==> src/design/psla_pkg.sv <==
`timescale 1ns / 1ps
package psla_pkg;

  localparam int COORD_W      = 24;
  localparam int N_W          = 11;
  localparam int SX_W         = 34;
  localparam int SXX_W        = 57;
  localparam int SXY_W        = 58;
  localparam int ACC_W        = 72;
  localparam int NORM_BITS    = 41;
  localparam int CW           = 44;
  localparam int ZW           = 63;
  localparam int TH_W         = 62;
  localparam int T32_W        = 34;
  localparam int DVD_W        = 58;
  localparam int ANGLE_W      = 24;
  localparam int CORDIC_STEPS = 48;
  localparam int STEP_W       = 6;

  localparam logic [63:0] Q_ONE = 64'd1 << 60;
  localparam logic [ANGLE_W-1:0] DEG_SCALE = 24'd11796480;

  typedef logic [63:0] atan_tab_t [CORDIC_STEPS];

  // Machin formula, evaluated in Q60 with truncating integer series.
  function automatic logic [63:0] calc_pi_q60();
    logic [63:0] p5;
    logic [63:0] p239;
    logic [63:0] a5;
    logic [63:0] a239;
    logic [63:0] t5;
    logic [63:0] t239;
    p5   = Q_ONE / 5;
    p239 = Q_ONE / 239;
    a5   = '0;
    a239 = '0;
    for (int k = 0; k < 32; k++) begin
      t5   = p5 / 64'(2 * k + 1);
      t239 = p239 / 64'(2 * k + 1);
      if (k % 2 == 0) begin
        a5   = a5 + t5;
        a239 = a239 + t239;
      end else begin
        a5   = a5 - t5;
        a239 = a239 - t239;
      end
      p5   = p5 / 25;
      p239 = p239 / 57121;
    end
    return (64'd16 * a5) - (64'd4 * a239);
  endfunction

  localparam logic [63:0] PI_Q60      = calc_pi_q60();
  localparam logic [63:0] HALF_PI_Q60 = PI_Q60 >> 1;
  localparam logic [T32_W-1:0] P32      = T32_W'(PI_Q60 >> 28);
  localparam logic [T32_W-1:0] P32_HALF = P32 / 2;

  // atan(2^-i) in Q60 by its power series.
  function automatic logic [63:0] atan_pow2(input int unsigned i);
    logic [63:0] p;
    logic [63:0] acc;
    logic [63:0] term;
    p   = Q_ONE >> i;
    acc = '0;
    for (int k = 0; k < 32; k++) begin
      term = p / 64'(2 * k + 1);
      if (k % 2 == 0) begin
        acc = acc + term;
      end else begin
        acc = acc - term;
      end
      p = (2 * i < 64) ? (p >> (2 * i)) : '0;
    end
    return acc;
  endfunction

  function automatic atan_tab_t build_atan_tab();
    atan_tab_t tab;
    tab[0] = PI_Q60 >> 2;
    for (int unsigned i = 1; i < CORDIC_STEPS; i++) begin
      tab[i] = atan_pow2(i);
    end
    return tab;
  endfunction

  localparam atan_tab_t ATAN_TAB = build_atan_tab();

  typedef struct packed {
    logic [N_W-1:0]          n;
    logic signed [SX_W-1:0]  sx;
    logic signed [SX_W-1:0]  sy;
    logic signed [SXX_W-1:0] sxx;
    logic signed [SXX_W-1:0] syy;
    logic signed [SXY_W-1:0] sxy;
    logic                    steep;
    logic                    ovf;
  } psla_sums_t;

  typedef struct packed {
    logic [NORM_BITS-1:0] mag;
    logic [NORM_BITS-1:0] den;
    logic                 neg;
    logic                 degen;
  } psla_norm_t;

endpackage

==> src/design/psla_cordic.sv <==
`timescale 1ns / 1ps
module psla_cordic import psla_pkg::*; (
  input  logic               clk_i,
  input  logic               rst_ni,
  input  logic               start_i,
  input  psla_norm_t         norm_i,
  input  logic               steep_i,
  output logic               done_o,
  output logic [ANGLE_W-1:0] angle_o
);

  localparam logic [2:0] C_IDLE = 3'd0;
  localparam logic [2:0] C_ROT  = 3'd1;
  localparam logic [2:0] C_TH   = 3'd2;
  localparam logic [2:0] C_MUL  = 3'd3;
  localparam logic [2:0] C_ADD  = 3'd4;
  localparam logic [2:0] C_EST  = 3'd5;
  localparam logic [2:0] C_REM  = 3'd6;
  localparam logic [2:0] C_FIX  = 3'd7;

  localparam int RCP_W = 25;
  localparam int EST_W = T32_W + RCP_W;
  localparam int REM_W = T32_W + 2;

  localparam logic signed [ZW-1:0] HALF_Z = ZW'(HALF_PI_Q60);
  localparam logic [TH_W-1:0] HALF_TH = TH_W'(HALF_PI_Q60);
  localparam logic [TH_W-1:0] PI_TH   = TH_W'(PI_Q60);
  // Reciprocal of pi in Q26, scaled so that the top dividend bits times it
  // land the quotient estimate at bit T32_W. The estimate is at most two low.
  localparam logic [RCP_W-1:0] RECIP = RCP_W'((64'd1 << DVD_W) / 64'(P32));

  logic [2:0] state_q, state_d;
  logic signed [CW-1:0] x_q, x_d, y_q, y_d, dx, dy;
  logic signed [ZW-1:0] z_q, z_d, atan_z;
  logic [STEP_W-1:0] i_q, i_d;
  logic [TH_W-1:0] phi, theta, theta_q, theta_d;
  logic [DVD_W-1:0] dvd_q, dvd_d, add_sum, q_prod, rem_diff;
  logic [EST_W-1:0] est_prod;
  logic [REM_W-1:0] rem_q, rem_d;
  logic [ANGLE_W-1:0] quo_q, quo_d;
  logic done_q, done_d, ge;

  assign dx     = x_q >>> i_q;
  assign dy     = y_q >>> i_q;
  assign atan_z = ZW'(ATAN_TAB[i_q]);

  assign phi = (z_q < 0) ? '0 : ((z_q > HALF_Z) ? HALF_TH : z_q[TH_W-1:0]);
  always_comb begin
    if (steep_i) begin
      theta = norm_i.neg ? PI_TH - phi : phi;
    end else begin
      theta = norm_i.neg ? HALF_TH + phi : HALF_TH - phi;
    end
  end

  assign add_sum  = dvd_q + DVD_W'(P32_HALF);
  assign est_prod = EST_W'(dvd_q[DVD_W-1:ANGLE_W]) * EST_W'(RECIP);
  assign q_prod   = DVD_W'(quo_q) * DVD_W'(P32);
  assign rem_diff = dvd_q - q_prod;
  assign ge       = (rem_q >= REM_W'(P32));

  always_comb begin
    state_d = state_q;
    x_d     = x_q;
    y_d     = y_q;
    z_d     = z_q;
    i_d     = i_q;
    theta_d = theta_q;
    dvd_d   = dvd_q;
    rem_d   = rem_q;
    quo_d   = quo_q;
    done_d  = 1'b0;
    case (state_q)
      C_IDLE: begin
        if (start_i) begin
          x_d     = CW'(norm_i.den);
          y_d     = CW'(norm_i.mag);
          z_d     = '0;
          i_d     = '0;
          state_d = C_ROT;
        end
      end
      C_ROT: begin
        // Vectoring: drive y toward zero; once it is zero the rest is idle.
        if (y_q != 0) begin
          if (!y_q[CW-1]) begin
            x_d = x_q + dy;
            y_d = y_q - dx;
            z_d = z_q + atan_z;
          end else begin
            x_d = x_q - dy;
            y_d = y_q + dx;
            z_d = z_q - atan_z;
          end
        end
        i_d = i_q + STEP_W'(1);
        if (i_q == STEP_W'(CORDIC_STEPS - 1)) state_d = C_TH;
      end
      C_TH: begin
        theta_d = theta;
        state_d = C_MUL;
      end
      C_MUL: begin
        dvd_d   = DVD_W'(theta_q[TH_W-1:28]) * DVD_W'(DEG_SCALE);
        state_d = C_ADD;
      end
      C_ADD: begin
        dvd_d   = add_sum;
        state_d = C_EST;
      end
      C_EST: begin
        quo_d   = est_prod[T32_W+ANGLE_W-1:T32_W];
        state_d = C_REM;
      end
      C_REM: begin
        rem_d   = rem_diff[REM_W-1:0];
        state_d = C_FIX;
      end
      C_FIX: begin
        // At most two corrections bring the remainder below pi in Q32.
        if (ge) begin
          rem_d = rem_q - REM_W'(P32);
          quo_d = quo_q + ANGLE_W'(1);
        end else begin
          done_d  = 1'b1;
          state_d = C_IDLE;
        end
      end
      default: state_d = C_IDLE;
    endcase
  end

  always_ff @(posedge clk_i or negedge rst_ni) begin
    if (!rst_ni) begin
      state_q <= C_IDLE;
      i_q     <= '0;
      done_q  <= 1'b0;
    end else begin
      state_q <= state_d;
      i_q     <= i_d;
      done_q  <= done_d;
    end
  end

  always_ff @(posedge clk_i) begin
    x_q     <= x_d;
    y_q     <= y_d;
    z_q     <= z_d;
    theta_q <= theta_d;
    dvd_q   <= dvd_d;
    rem_q   <= rem_d;
    quo_q   <= quo_d;
  end

  assign done_o  = done_q;
  assign angle_o = quo_q;

endmodule

==> config.mk <==
export PLATFORM = sky130hd
export DESIGN_NAME = psla_cordic
export DESIGN_NICKNAME = d
export VERILOG_FILES = /design/src/design/psla_pkg.sv /design/src/design/psla_cordic.sv
export SDC_FILE = /design/constraint.sdc
export NUM_CORES = 2
export LEC_CHECK = 0
export BUFFER_PORTS_ARGS = -buffer_cell sky130_fd_sc_hd__buf_2
export CORE_MARGIN = 1
export CORE_UTILIZATION = 35
export CTS_CLUSTER_SIZE = 16
export DETAILED_ROUTE_END_ITERATION = 10
export GPL_TIMING_DRIVEN = 0
export PLACE_DENSITY = 0.61
export SYNTH_ARGS = -nofsm -noshare
export SYNTH_HDL_FRONTEND = slang
export SYNTH_SLANG_ARGS = --single-unit
==> constraint.sdc <==
create_clock -name clk_i -period 14.48 [get_ports clk_i]
set_input_delay 0.724 -clock clk_i [delete_from_list [all_inputs] [get_ports clk_i]]
set_output_delay 0.724 -clock clk_i [all_outputs]
set_load 0.01 [all_outputs]
==> metrics.csv <==
stage,metric,value,unit
drt,Vias/cell,5.77,
cts,postcts setup bufs,0,
die,num rows,153,
worst_hold_path,Min-Delay Path Class,in -> reg,
sta,Final Max Slew Viols,0,
synth,average size of a mapped cell,8.81,µm²
die,Initial Util,0.353,
setup_path,"delay-heaviest family, CP",buffers and inverters,
placement,PortBufs,111,
setup_path,required time worst endpoint,14.88,ns
setup_path,CP endpoint kind,flop,
synth,"FFs w/ async S/R, synth",0.0325,
cts,worst skew pair latency,0.68,ns
drt,WL final,227000,µm
synth,Synth warnings,0,
job,max-cap violations,0,
die,Die Area,177000,µm²
worst_hold_path,Hold Crit Depth,3,
sta,Final Cycle Share,0.717,
finish,Layout fillers,17705,
cts,maximum root-to-sink buffer count,3,
setup_path,critical path depth,34,
cts,Root Buffer,clkbuf_16,
global_routing,vias in the first global route,55185,
global_routing,global-route wire length before repair,343000,µm
global_routing,initial antenna violation count,4,
global_routing,grt total ovfl,0,
die,die height,421,µm
setup_path,max incr delay on CP,0.78,ns
drt,routed len/inst,23.9,µm
synth,Synth area leader,fa_1,
sta,RSZ-0062 raised after global routing,no,
synth,"top cells by area, synth","fa_1, ha_1, edfxtp_1",
drt,vias,54890,
sta,fmax,96.3,MHz
finish,Area growth syn-to-layout,8.54,%
sta,final hold violation count,0,
finish,multi-input logic area,47600,µm²
sta,Clock Skews,0.0635,ns
synth,Post-Syn Area,61400,µm²
synth,distinct cell type count after synthesis,111,
setup_path,Most common cell on crit path,buf_2,
placement,post-DP HPWL,186000,µm
synth,Syn Inst Count,6971,
sta,worst slew pin tran,1.44,ns
cts,post_cts resized,0,
cts,clock sinks,308,
synth,ys flop type,edfxtp_1,
global_routing,GRT Overall Usage,0.254,
synth,Post-synth EDFFs,298,
synth,post-synthesis sequential area ratio,0.150,
setup_path,reg2reg path depth,34,
sta,Rel. slew slack,0.0309,
die,Die X,421,µm
setup_path,CP max FO,21,
setup_path,slowest cell on the critical path,dfrtp_1,
synth,syn_nets,8350,
drt,initial DRC count,5458,
cts,"Clk pin slew, worst setup/hold paths",0.07,ns
finish,register area,9200,µm²
die,I/O pins,113,
cts,TritonCTS clock tree,yes,
cts,htree depth,2,
setup_path,WS Path Type,reg -> reg,
finish,layout cell share with drive strength beyond 1,0.0648,
finish,"Net count, final",8521,
cts,total CTS buffers,45,
outcome,status,completed,
drt,Routed Antenna Nets,0,
setup_path,CP Launch Type,flop,
setup_path,arrival time worst endpoint,10.78,ns
cts,hold buffers post-CTS,1,
die,Core ar.,174000,µm²
drt,drt pass-1 iters,6,
synth,register bit total from synthesis,308,
placement,gpl congestion,1.05,
sta,setup tns final,0,ns
sta,Final min period,10.39,ns
setup_path,crit path buf inv count,8,
synth,Synth top area share,0.171,
sta,Setup Viol. Count Final,0,
global_routing,pin count of the biggest net entering global routing,34,
drt,Residual DRC,0,
[worst paths after layout]
path,start,end,slack [ns]
max,i_q[2],z_q[53],4.09
max in group asynchronous,rst_ni,done_o,13.62
min,norm_i[48],y_q[5],0.33
min in group asynchronous,rst_ni,i_q[3],0.54
min reg2reg,dvd_q[2],dvd_q[2],0.64
max reg2reg,i_q[2],z_q[53],4.09
[Yosys cell counts, types with 14 or more instances]
| cell type | number |
|---|---|
| nand2_1 | 542 |
| nand4_1 | 65 |
| and3_1 | 60 |
| xor2_1 | 220 |
| nand3_1 | 133 |
| inv_1 | 895 |
| nor4_1 | 40 |
| a21o_1 | 142 |
| o21a_1 | 66 |
| a211oi_1 | 49 |
| mux2i_1 | 54 |
| a21boi_0 | 22 |
| mux4_2 | 73 |
| or2_2 | 25 |
| a221oi_1 | 24 |
| or4_1 | 14 |
| a41oi_1 | 14 |
| nor3b_1 | 15 |
| a22oi_1 | 14 |
| a31oi_1 | 97 |
| o211ai_1 | 42 |
| nand2b_1 | 79 |
| o21ai_0 | 403 |
| or3_1 | 49 |
| mux2_2 | 49 |
| buf_1 | 32 |
| mux4_1 | 39 |
| edfxtp_1 | 298 |
| o22ai_1 | 29 |
| and2_1 | 49 |
| buf_2 | 53 |
| o21bai_1 | 40 |
| xnor2_1 | 281 |
| ha_1 | 767 |
| o31ai_1 | 57 |
| fa_1 | 524 |
| a211o_1 | 15 |
| nor3_1 | 130 |
| clkbuf_1 | 188 |
| a21oi_1 | 444 |
| nor2b_1 | 69 |
| nor2_1 | 476 |
[area by class of cell]
type,count,share of cell area
well taps,2325,0.0436
clock inverters,26,0.00486
multi-input cells,5473,0.713
repair buffers,124,0.0116
clock buffers,57,0.0180
diodes,2,0.0000751
inverters,898,0.0506
flip-flops and latches,308,0.138
plain buffers,292,0.0198
[cells in the final DEF, fill, tap and decap left out, drive strengths merged, types with 50 or more instances in the layout]
| cell type | instances |
|---|---|
| edfxtp | 298 |
| mux2i | 55 |
| fa | 524 |
| inv | 898 |
| nand4 | 65 |
| buf | 227 |
| o31ai | 57 |
| mux4 | 112 |
| o21ai | 408 |
| and2 | 51 |
| nand2 | 542 |
| ha | 767 |
| mux2 | 50 |
| a21o | 142 |
| clkbuf | 245 |
| nor2b | 69 |
| xnor2 | 282 |
| nor2 | 478 |
| o21a | 66 |
| nand2b | 79 |
| nand3 | 135 |
| xor2 | 220 |
| nor3 | 130 |
| and3 | 60 |
| a21oi | 446 |
| a31oi | 98 |
[layer usage]
| metal | track usage | part of all wire | vias to the layer above |
|---|---|---|---|
| li1 | - | - | 24907 |
| met1 | 0.329 | 0.42 | 27018 |
| met2 | 0.418 | 0.46 | 2441 |
| met3 | 0.0388 | 0.073 | 520 |
| met4 | 0.111 | 0.049 | 4 |
| met5 | 0.00219 | 0.00032 | - |
[worst min-delay path: stages]
cell	delay (ns)
buf_2	0.07
nand2_1	0.03
o21ai_0	0.06
[sequential cells by signal, indices dropped and copies added (netlist names)]
| name | flops |
|---|---|
| z_q | 63 |
| dvd_q | 56 |
| x_q | 44 |
| y_q | 44 |
| theta_q | 34 |
| rem_q | 33 |
| angle_o | 24 |
| i_q | 6 |
| state_q | 3 |
| done_o | 1 |
[through the flow]
step / hold slack [ns] / std cells / utilization / setup slack [ns] / area [µm²]
floorplan: 0.428 / 6971 / - / 6.05 / 61400
global placement: 0.628 / 9407 / 0.373 / 0.953 / 64900
detailed placement: 0.636 / 9419 / 0.374 / 4.48 / 65100
CTS: 0.291 / 9503 / 0.383 / 4.36 / 66700
global route: 0.329 / 9504 / 0.383 / 3.63 / 66700
finish: 0.329 / 9505 / 0.383 / 4.09 / 66700
[cell families after synthesis]
kind of cell,count (synthesis),share of synthesized area
compound gates,1650,0.171
xor+xnor,502,0.0717
buf+inv,1190,0.0764
simple gates,1813,0.142
flops,308,0.150
fa+ha+maj,1291,0.327
mux,217,0.0619
Power is not shown: default switching activity piles up to over one toggle a cycle in this logic, so the estimate is an artifact.
